===== config.mk =====
export PLATFORM = sky130hd
export DESIGN_NAME = weighted_round_robin_task_picker_core
export DESIGN_NICKNAME = d
export VERILOG_FILES = /design/src/rtl/core/wrrtp_pkg.sv /design/src/rtl/core/wrrtp_ctrl.sv /design/src/rtl/core/wrrtp_dpath.sv /design/src/rtl/core/weighted_round_robin_task_picker_core.sv
export SDC_FILE = /design/constraint.sdc
export NUM_CORES = 2
export LEC_CHECK = 0
export BUFFER_PORTS_ARGS = -buffer_cell sky130_fd_sc_hd__buf_2
export CORE_MARGIN = 1
export CORE_UTILIZATION = 30
export CTS_BUF_LIST = sky130_fd_sc_hd__clkbuf_4
export DETAILED_ROUTE_END_ITERATION = 12
export GPL_TIMING_DRIVEN = 0
export SLEW_MARGIN = 25
export SYNTH_ARGS = -nofsm -noshare
export SYNTH_HDL_FRONTEND = slang
export SYNTH_HIERARCHICAL = 1
export SYNTH_SLANG_ARGS = --single-unit
export TNS_END_PERCENT = 10

===== constraint.sdc =====
create_clock -name i_clk -period 12.5 [get_ports i_clk]
set_clock_uncertainty 0.2 [all_clocks]
set_input_delay 1.875 -clock i_clk [delete_from_list [all_inputs] [get_ports i_clk]]
set_output_delay 1.875 -clock i_clk [all_outputs]
set_load 0.02 [all_outputs]

===== src/rtl/core/wrrtp_pkg.sv =====
// Shared types, constants and helper functions of the weighted round-robin task picker.
package wrrtp_pkg;

    localparam int SLOTS = 16;
    localparam int IDX_W = (SLOTS > 1) ? $clog2(SLOTS) : 1;
    localparam int SLOT_EXT_W = (IDX_W > 4) ? IDX_W : 4;

    localparam int IN_DATA_W  = 88;
    localparam int IN_USER_W  = 2;
    localparam int OUT_DATA_W = 16;

    typedef enum logic [1:0] {
        MODE_TICK   = 2'd0,
        MODE_LOAD   = 2'd1,
        MODE_SETCUR = 2'd2,
        MODE_NONE   = 2'd3
    } t_mode;

    localparam logic [1:0] ST_OTHER   = 2'd0;
    localparam logic [1:0] ST_RUN     = 2'd1;
    localparam logic [1:0] ST_BLOCKED = 2'd2;
    localparam logic [1:0] ST_ZOMBIE  = 2'd3;

    localparam logic [4:0] WOKEN_MAX = 5'd31;

    typedef struct packed {
        logic [3:0]  pad;
        logic        preempt_held;
        logic [31:0] now_tick;
        logic        slot_managed;
        logic        slot_own_space;
        logic        slot_is_idle;
        logic        slot_has_context;
        logic [7:0]  slot_weight;
        logic [31:0] slot_wake_tick;
        logic        slot_occupied;
        logic [1:0]  slot_state;
        logic [3:0]  slot;
    } t_item;

    typedef struct packed {
        logic [3:0] pad;
        logic [4:0] woken_count;
        logic       uses_own_space;
        logic       new_turn;
        logic       chosen_valid;
        logic [3:0] chosen_slot;
    } t_result;

    typedef struct packed {
        logic [1:0]  state;
        logic        occupied;
        logic [31:0] deadline;
        logic [7:0]  weight;
        logic [7:0]  quantum;
        logic        has_context;
        logic        is_idle;
        logic        own_space;
        logic        managed;
    } t_entry;

    typedef enum logic [7:0] {
        S_IDLE    = 8'b0000_0001,
        S_LOAD    = 8'b0000_0010,
        S_SETCUR  = 8'b0000_0100,
        S_WAKE    = 8'b0000_1000,
        S_CHECK   = 8'b0001_0000,
        S_SCAN    = 8'b0010_0000,
        S_REFRESH = 8'b0100_0000,
        S_REPORT  = 8'b1000_0000
    } t_state;

    typedef struct packed {
        logic capture;
        logic load;
        logic setcur;
        logic wake;
        logic check;
        logic scan;
        logic refresh;
        logic report;
    } t_cmd;

    typedef struct packed {
        t_mode in_mode;
        logic  wake_last;
        logic  gate;
        logic  keep;
        logic  hit;
        logic  scan_last;
        logic  out_free;
    } t_sts;

    function automatic logic [7:0] turn_len(input t_entry e);
        return (e.weight != 8'd0) ? e.weight : 8'd1;
    endfunction

    function automatic logic eligible(input t_entry e);
        return e.occupied && (e.state == ST_RUN) && !e.is_idle && e.has_context
            && !(e.own_space && !e.managed);
    endfunction

endpackage


===== src/rtl/core/wrrtp_ctrl.sv =====
// Picker FSM: steps an item via load, setcur, wake, check, scan, refresh and report.
module wrrtp_ctrl (
    input  logic             i_clk,
    input  logic             i_rst_n,
    input  logic             i_in_valid,
    output logic             o_in_ready,
    input  wrrtp_pkg::t_sts  i_sts,
    output wrrtp_pkg::t_cmd  o_cmd
);
    import wrrtp_pkg::*;

    t_state r_state;
    t_state n_state;

    always_ff @(posedge i_clk) begin
        if (!i_rst_n) begin
            r_state <= S_IDLE;
        end else begin
            r_state <= n_state;
        end
    end

    always_comb begin
        n_state = r_state;
        o_cmd   = '0;
        unique case (r_state)
            S_IDLE: begin
                if (i_in_valid) begin
                    o_cmd.capture = 1'b1;
                    unique case (i_sts.in_mode)
                        MODE_TICK:   n_state = S_WAKE;
                        MODE_LOAD:   n_state = S_LOAD;
                        MODE_SETCUR: n_state = S_SETCUR;
                        MODE_NONE:   n_state = S_REPORT;
                        default:     n_state = S_REPORT;
                    endcase
                end
            end
            S_LOAD: begin
                o_cmd.load = 1'b1;
                n_state    = S_REPORT;
            end
            S_SETCUR: begin
                o_cmd.setcur = 1'b1;
                n_state      = S_REPORT;
            end
            S_WAKE: begin
                o_cmd.wake = 1'b1;
                if (i_sts.wake_last) begin
                    n_state = S_CHECK;
                end
            end
            S_CHECK: begin
                o_cmd.check = 1'b1;
                if (!i_sts.gate || i_sts.keep) begin
                    n_state = S_REPORT;
                end else begin
                    n_state = S_SCAN;
                end
            end
            S_SCAN: begin
                o_cmd.scan = 1'b1;
                if (i_sts.hit) begin
                    n_state = S_REPORT;
                end else if (i_sts.scan_last) begin
                    n_state = S_REFRESH;
                end
            end
            S_REFRESH: begin
                o_cmd.refresh = 1'b1;
                n_state       = S_REPORT;
            end
            S_REPORT: begin
                o_cmd.report = 1'b1;
                if (i_sts.out_free) begin
                    n_state = S_IDLE;
                end
            end
            default: begin
                n_state = S_IDLE;
            end
        endcase
    end

    assign o_in_ready = (r_state == S_IDLE);

endmodule


===== src/rtl/core/wrrtp_dpath.sv =====
// Datapath of the task picker: slot table, scan pointer, current slot and result register.
module wrrtp_dpath (
    input  logic                              i_clk,
    input  logic                              i_rst_n,
    input  logic [wrrtp_pkg::IN_DATA_W-1:0]   i_in_data,
    input  logic [wrrtp_pkg::IN_USER_W-1:0]   i_in_user,
    input  logic                              i_cfg_valid,
    input  logic                              i_cfg_data,
    input  wrrtp_pkg::t_cmd                   i_cmd,
    output wrrtp_pkg::t_sts                   o_sts,
    output logic                              o_out_valid,
    input  logic                              i_out_ready,
    output logic [wrrtp_pkg::OUT_DATA_W-1:0]  o_out_data
);
    import wrrtp_pkg::*;

    t_entry                r_tab [SLOTS];
    t_item                 r_item;
    logic                  r_sched;
    logic [IDX_W-1:0]      r_idx;
    logic [IDX_W-1:0]      r_cnt;
    logic [IDX_W-1:0]      r_cur;
    logic [4:0]            r_woken;
    logic                  r_new_turn;
    logic                  r_cur_run;
    logic [7:0]            r_cur_turn;
    logic                  r_out_valid;
    t_result               r_out;

    t_item                 in_item;
    t_entry                rd;
    t_entry                ld_entry;
    t_entry                wk_entry;
    t_result               res_next;
    logic [SLOT_EXT_W-1:0] slot_ext;
    logic [SLOT_EXT_W-1:0] cur_ext;
    logic [IDX_W-1:0]      slot_idx;
    logic                  slot_in_rng;
    logic [IDX_W-1:0]      idx_next;
    logic [IDX_W-1:0]      cur_next;
    logic [31:0]           diff;
    logic                  due;
    logic                  gate;
    logic                  keep;
    logic                  hit;
    logic                  idx_last;
    logic                  out_free;

    assign in_item     = t_item'(i_in_data);
    assign rd          = r_tab[r_idx];
    assign slot_ext    = SLOT_EXT_W'(r_item.slot);
    assign slot_idx    = slot_ext[IDX_W-1:0];
    assign slot_in_rng = (32'(r_item.slot) < 32'(SLOTS));
    assign cur_ext     = SLOT_EXT_W'(r_cur);
    assign idx_last    = (r_idx == IDX_W'(SLOTS - 1));
    assign idx_next    = idx_last ? '0 : r_idx + 1'b1;
    assign cur_next    = (r_cur == IDX_W'(SLOTS - 1)) ? '0 : r_cur + 1'b1;
    assign diff        = r_item.now_tick - rd.deadline;
    assign due         = rd.occupied && (rd.state == ST_BLOCKED) && (rd.deadline != 32'd0)
                         && !diff[31];
    assign gate        = r_sched && !r_item.preempt_held && rd.occupied;
    assign keep        = (rd.state == ST_RUN) && (rd.quantum > 8'd1);
    assign hit         = eligible(rd);
    assign out_free    = !r_out_valid || i_out_ready;

    always_comb begin
        ld_entry             = '0;
        ld_entry.state       = r_item.slot_state;
        ld_entry.occupied    = r_item.slot_occupied;
        ld_entry.deadline    = r_item.slot_wake_tick;
        ld_entry.weight      = r_item.slot_weight;
        ld_entry.quantum     = 8'd0;
        ld_entry.has_context = r_item.slot_has_context;
        ld_entry.is_idle     = r_item.slot_is_idle;
        ld_entry.own_space   = r_item.slot_own_space;
        ld_entry.managed     = r_item.slot_managed;
    end

    always_comb begin
        wk_entry          = rd;
        wk_entry.state    = ST_RUN;
        wk_entry.deadline = 32'd0;
    end

    always_comb begin
        res_next                = '0;
        res_next.chosen_slot    = cur_ext[3:0];
        res_next.chosen_valid   = rd.occupied;
        res_next.new_turn       = r_new_turn;
        res_next.uses_own_space = rd.occupied && rd.own_space;
        res_next.woken_count    = r_woken;
    end

    always_comb begin
        o_sts           = '0;
        o_sts.in_mode   = t_mode'(i_in_user);
        o_sts.wake_last = idx_last;
        o_sts.gate      = gate;
        o_sts.keep      = keep;
        o_sts.hit       = hit;
        o_sts.scan_last = (r_cnt == IDX_W'(SLOTS - 1));
        o_sts.out_free  = out_free;
    end

    always_ff @(posedge i_clk) begin
        if (!i_rst_n) begin
            for (int i = 0; i < SLOTS; i++) begin
                r_tab[i] <= '0;
            end
        end else begin
            if (i_cmd.load && slot_in_rng) begin
                r_tab[slot_idx] <= ld_entry;
            end else if (i_cmd.wake && due) begin
                r_tab[r_idx] <= wk_entry;
            end else if (i_cmd.check && gate && keep) begin
                r_tab[r_idx].quantum <= rd.quantum - 8'd1;
            end else if (i_cmd.scan && hit) begin
                r_tab[r_idx].quantum <= turn_len(rd);
            end else if (i_cmd.refresh && r_cur_run) begin
                r_tab[r_idx].quantum <= r_cur_turn;
            end
        end
    end

    always_ff @(posedge i_clk) begin
        if (!i_rst_n) begin
            r_sched     <= 1'b0;
            r_cur       <= '0;
            r_idx       <= '0;
            r_cnt       <= '0;
            r_woken     <= '0;
            r_new_turn  <= 1'b0;
            r_cur_run   <= 1'b0;
            r_out_valid <= 1'b0;
        end else begin
            if (i_cfg_valid) begin
                r_sched <= i_cfg_data;
            end
            if (i_cmd.capture) begin
                r_woken    <= '0;
                r_new_turn <= 1'b0;
                r_idx      <= (t_mode'(i_in_user) == MODE_TICK) ? '0 : r_cur;
            end
            if (i_cmd.setcur && slot_in_rng) begin
                r_cur <= slot_idx;
                r_idx <= slot_idx;
            end
            if (i_cmd.wake) begin
                if (due && (r_woken != WOKEN_MAX)) begin
                    r_woken <= r_woken + 5'd1;
                end
                r_idx <= idx_last ? r_cur : idx_next;
            end
            if (i_cmd.check && gate && !keep) begin
                r_cur_run  <= (rd.state == ST_RUN);
                r_cur_turn <= turn_len(rd);
                r_idx      <= cur_next;
                r_cnt      <= '0;
            end
            if (i_cmd.scan) begin
                if (hit) begin
                    r_cur      <= r_idx;
                    r_new_turn <= 1'b1;
                end else if (r_cnt != IDX_W'(SLOTS - 1)) begin
                    r_idx <= idx_next;
                    r_cnt <= r_cnt + 1'b1;
                end
            end
            if (i_cmd.report && out_free) begin
                r_out_valid <= 1'b1;
            end else if (i_out_ready) begin
                r_out_valid <= 1'b0;
            end
        end
    end

    always_ff @(posedge i_clk) begin
        if (i_cmd.capture) begin
            r_item <= in_item;
        end
        if (i_cmd.report && out_free) begin
            r_out <= res_next;
        end
    end

    assign o_out_valid = r_out_valid;
    assign o_out_data  = r_out;

endmodule


===== src/rtl/core/weighted_round_robin_task_picker_core.sv =====
// Top level of the weighted round-robin task picker.
//
// Channels: s_axis carries one item per transfer, tuser = mode (tick, load slot,
// set current slot), tdata = slot fields, now_tick and preempt_held. m_axis
// returns one result per item. i_cfg_valid/o_cfg_ready write the
// scheduling-enable bit; write it only while no item is in flight.
// An unused mode goes straight to the report step; a load or set-current item
// does its table or pointer write first. A tick walks a wake pass, a check of the
// current slot and, where the picker moves on, a round-robin scan. Both passes use the
// single read port of the slot table: the wake pass visits every slot, one per
// cycle, and the round-robin scan visits up to SLOTS slots, one per cycle.
// One item is worked on at a time; the next input transfer can be taken in the cycle
// after the result is written to the output register.
// A synchronous reset clears the slot table, the current slot and the enable bit.
// While the receiver stalls, the result holds in the output register; the
// next item is accepted and worked, and waits in its report step until the
// register is taken.
module weighted_round_robin_task_picker_core (
    input  logic                              i_clk,
    input  logic                              i_rst_n,
    input  logic                              s_axis_tvalid,
    output logic                              s_axis_tready,
    // slot, slot_state, slot_occupied, slot_wake_tick, slot_weight, slot_has_context,
    // slot_is_idle, slot_own_space, slot_managed, now_tick, preempt_held, zero fill
    input  logic [wrrtp_pkg::IN_DATA_W-1:0]   s_axis_tdata,
    // mode
    input  logic [wrrtp_pkg::IN_USER_W-1:0]   s_axis_tuser,
    output logic                              m_axis_tvalid,
    input  logic                              m_axis_tready,
    // chosen_slot, chosen_valid, new_turn, uses_own_space, woken_count, zero fill
    output logic [wrrtp_pkg::OUT_DATA_W-1:0]  m_axis_tdata,
    input  logic                              i_cfg_valid,
    output logic                              o_cfg_ready,
    input  logic                              i_cfg_data
);
    import wrrtp_pkg::*;

    t_cmd cmd;
    t_sts sts;

    wrrtp_ctrl u_ctrl (
        .i_clk      (i_clk),
        .i_rst_n    (i_rst_n),
        .i_in_valid (s_axis_tvalid),
        .o_in_ready (s_axis_tready),
        .i_sts      (sts),
        .o_cmd      (cmd)
    );

    wrrtp_dpath u_dpath (
        .i_clk       (i_clk),
        .i_rst_n     (i_rst_n),
        .i_in_data   (s_axis_tdata),
        .i_in_user   (s_axis_tuser),
        .i_cfg_valid (i_cfg_valid),
        .i_cfg_data  (i_cfg_data),
        .i_cmd       (cmd),
        .o_sts       (sts),
        .o_out_valid (m_axis_tvalid),
        .i_out_ready (m_axis_tready),
        .o_out_data  (m_axis_tdata)
    );

    assign o_cfg_ready = 1'b1;

endmodule


==> parameters.txt <==
Parameter                              Value

Detailed routing
  Via-per-instance ratio ... 5.458
  Post-route DRC violation count ... 0
  Routed length per placed instance ... 27.28 um
  Initial DRC Count ... 3815
  Final routed wirelength across all metal layers ... 151900 um
  Number of iterations in the first detailed-routing pass ... 6
  Vias ... 30390
  Remaining antenna violation count after routing ... 0

Timing
  Setup repair after global routing missed its margin ... no
  Part of the cycle the worst path needs ... 0.8169
  Summed negative setup slack over all endpoints ... 0 ps
  Shortest period the worst path allows ... 10210 ps
  F_max ... 0.09793 GHz
  Slew at the pin closest to its max-slew limit ... 1160 ps
  Worst-case setup margin in the final layout ... 2289 ps
  Final number of max-transition violations ... 0
  Final hold violations ... 0
  Worst Hold Slack ... 236.1 ps
  Final setup violation count ... 0
  Max transition margin ... 0.2198

Power and ir drop
  Switching power ... 1.770 mW
  Sequential fraction of design power ... 0.535
  Leakage power total ... 18.16 nW
  Power Internal ... 5.514 mW
  Share of total power in combinational logic ... 0.073
  Power Density ... 141.0 nW/um2
  Part of the power in the clock network ... 0.392
  Maximum vdd drop ... 0.08224 mV
  Net switching fraction of the power ... 0.2430
  Post-layout power ... 7.284 mW

Setup path
  Register-to-register setup slack ... 2290 ps
  Nature of the critical path endpoint ... register
  Biggest cell delay along the critical path ... 910 ps
  Top delay family on crit path ... buffers and inverters
  Category of the most critical setup path ... reg2reg
  Endpoint of the worst register-to-register path ... u_dpath/r_tab[3][17]
  Launch instance of the worst register-to-register path ... u_dpath/r_idx[1]
  Worst path required time ... 13130 ps
  CP max FO ... 25
  Cells along the critical path ... buf_2 > buf_2 > buf_2 > buf_2 > buf_1 > mux4_2 > a221oi_1 > buf_2 > ha_1 > nand4_1 > o21ai_0 > a21oi_1 > o41ai_1 > nor4bb_1 > a2111o_1 > o211ai_2 > and3_1 > clkbuf_1 > o21ai_1 > buf_2 > buf_4 > nand2_4 > buf_12
  Critical Path AT ... 10840 ps
  Nature of the critical path startpoint ... register
  Most Frequent Cell on Critical Path ... sky130_fd_sc_hd__buf_2
  Worst r2r path cells ... 23
  Slowest library cell on the worst path ... sky130_fd_sc_hd__o41ai_1
  Number of buffer and inverter instances along the worst setup path ... 10

CTS
  CTS H-tree lvls ... 5
  Source-to-sink clock delay at the later pin of the worst-skew pair ... 1210 ps
  Cts hold-fix bufs ... 0
  TritonCTS sink count ... 1013
  Number of gates given a new drive strength after cts ... 0
  Clock tree from TritonCTS ... built
  Clock tree root driver cell ... sky130_fd_sc_hd__clkbuf_4
  Clock buffer depth ... 4
  Clock slew seen by the registers of the worst setup and hold paths ... 70 ps
  Inserted Clock Buffers ... 280
  Post-CTS Setup Inserts ... 0

Yosys
  Distinct cell type count of the synthesized netlist ... 86
  Flops & latches, synth ... 1013
  Number of instances in the synthesized netlist ... 3064
  Async set-or-reset flop fraction in the synthesized netlist ... 0
  Predominant post-synthesis flop cell ... sky130_fd_sc_hd__edfxtp_1
  Total standard cell area after synthesis ... 44470 um2
  Most repeated cell in the gate-level netlist after synthesis ... sky130_fd_sc_hd__edfxtp_1
  Synth warnings ... 6
  Leading post-synthesis cells by instance count ... 984 x sky130_fd_sc_hd__edfxtp_1, 866 x sky130_fd_sc_hd__nor2_1, 222 x sky130_fd_sc_hd__mux4_2, 110 x sky130_fd_sc_hd__clkbuf_1, 105 x sky130_fd_sc_hd__nor3_1
  Mapped Avg Cell Area ... 14.51 um2
  Sequential area share after synthesis ... 0.6775
  Share of Yosys cell area claimed by the top area cell type ... 0.6645
  Number of synthesized flops with an enable pin ... 984
  Cell taking the most area after synthesis ... sky130_fd_sc_hd__edfxtp_1
  Most area-consuming cells after synthesis ... sky130_fd_sc_hd__edfxtp_1 66%, sky130_fd_sc_hd__mux4_2 11%, sky130_fd_sc_hd__nor2_1 7.3%

GRT
  Total congestion overflow ... 0
  Antenna violations before repair ... 3
  Wire length of the first global-routing pass ... 214400 um
  Pin count of the biggest net entering global routing ... 51
  Vias in the first global route ... 30080
  Overall routing resource usage ... 0.1999

Run status
  Result of the run ... complete, no violations

Final layout
  Synth-to-layout area growth ... 16.18%
  Proportion of layout cells with a drive suffix above 1 ... 0.2767
  Count of nets after finishing ... 3629
  Final core utilization ... 0.3528

Min path
  HP Start ... u_dpath/r_new_turn
  Class of the tightest hold or removal check ... reg2reg
  End point of the most critical hold path ... u_dpath/o_out_data[5]
  Hold Path Stages ... 0

Run
  Total of max-cap violations ... 0

Die
  Total Die Area ... 149800 um2
  Initial Util ... 0.3037
  Placeable core area ... 146400 um2
  Die W ... 387 um
  Number of top-level design ports ... 115
  Overall die height ... 387 um
  Row Count ... 140

Place
  Count of input and output buffers ... 105
  Worst slack after detailed placement ... 2394 ps
  HPWL after DPL ... 101300 um
  Global placement routability congestion ... 0.8773
layout by cell type (no fill, tap or decap), drive strengths merged, types with 35 or more instances in the layout:
cell type and count:
a21oi 35, a22o 61, buf 302, clkbuf 513, edfxtp 984, ha 37
mux2i 40, mux4 222, nand2 96, nor2 867, nor3 105, o21ai 52
per-layer routing:
metal / global-route usage / up-vias / wire length [um]
li1: - / 12490 / -
met1: 0.2638 / 15400 / 58320
met2: 0.3117 / 2155 / 69480
met3: 0.05100 / 352 / 18310
met4: 0.08439 / 2 / 5779
met5: 0 / - / 11
registers in the layout, indices dropped and copies added, names as in the netlist:
signal               flops
u_dpath/r_tab          880
u_dpath/ld_entry        47
u_dpath/r_item          33
u_dpath/o_out_data      12
u_ctrl/r_state           8
u_dpath/r_cur_turn       8
u_dpath/r_woken          5
u_dpath/cur_ext          4
u_dpath/r_cnt            4
u_dpath/r_idx            4
u_dpath/slot_ext         4
u_dpath/o_out_valid      1
u_dpath/r_cur_run        1
u_dpath/r_new_turn       1
u_dpath/r_sched          1
cell type report:
class / count / area, um2
Fill cell: 14210 / 94780
Sequential cell: 1013 / 30130
Multi-Input combinational cell: 1772 / 13200
Clock buffer: 403 / 3025
Tap cell: 1917 / 2399
Timing Repair Buffer: 147 / 1363
Buffer: 265 / 1308
Clock inverter: 29 / 165.2
Inverter: 17 / 65.06
Antenna cell: 5 / 12.51
per-stage QoR:
stage	instance area, um2	std cells
floorplan	44480	3067
global placement	47400	5089
detailed placement	48450	5130
CTS	51640	5562
global route	51660	5568
finish	51660	5568
cell families after synthesis:
kind of cell,count (synthesis),synth area share
buf+inv,282,0.03053
fa+ha+maj,37,0.01041
mux,268,0.1230
other cells,2,0.0001689
simple gates,1194,0.1135
xor+xnor,11,0.002167
flops,1013,0.6775
compound gates,257,0.04277
how the worst max path moves through the flow:
stage | start | to | slack (ps) | cells after the start
2_1_floorplan | u_dpath/r_idx[1] | u_dpath/r_tab[1][0] | 3580 | 20
3_3_place_gp | u_dpath/r_idx[1] | u_dpath/r_tab[1][27] | -5440 | 20
3_5_place_dp | u_dpath/r_idx[1] | u_dpath/r_tab[3][26] | 2390 | 22
4_1_cts | u_dpath/r_idx[1] | u_dpath/r_tab[3][2] | 2330 | 22
5_1_grt | u_dpath/r_idx[1] | u_dpath/r_tab[3][2] | 2210 | 23
6_report | u_dpath/r_idx[1] | u_dpath/r_tab[3][17] | 2290 | 23
power groups by stage:
stage                     Sequential (mW)  Clock (mW)  Combinational [mW]
final                                3.90        2.85               0.532
after global routing                 3.91        3.08               0.559
after CTS                            3.90        2.91               0.528
after detailed placement             3.97           0               0.526
after global placement               3.99           0               0.479
after floorplan                      3.95           0               0.292
Power figures use the tool's default switching activity.
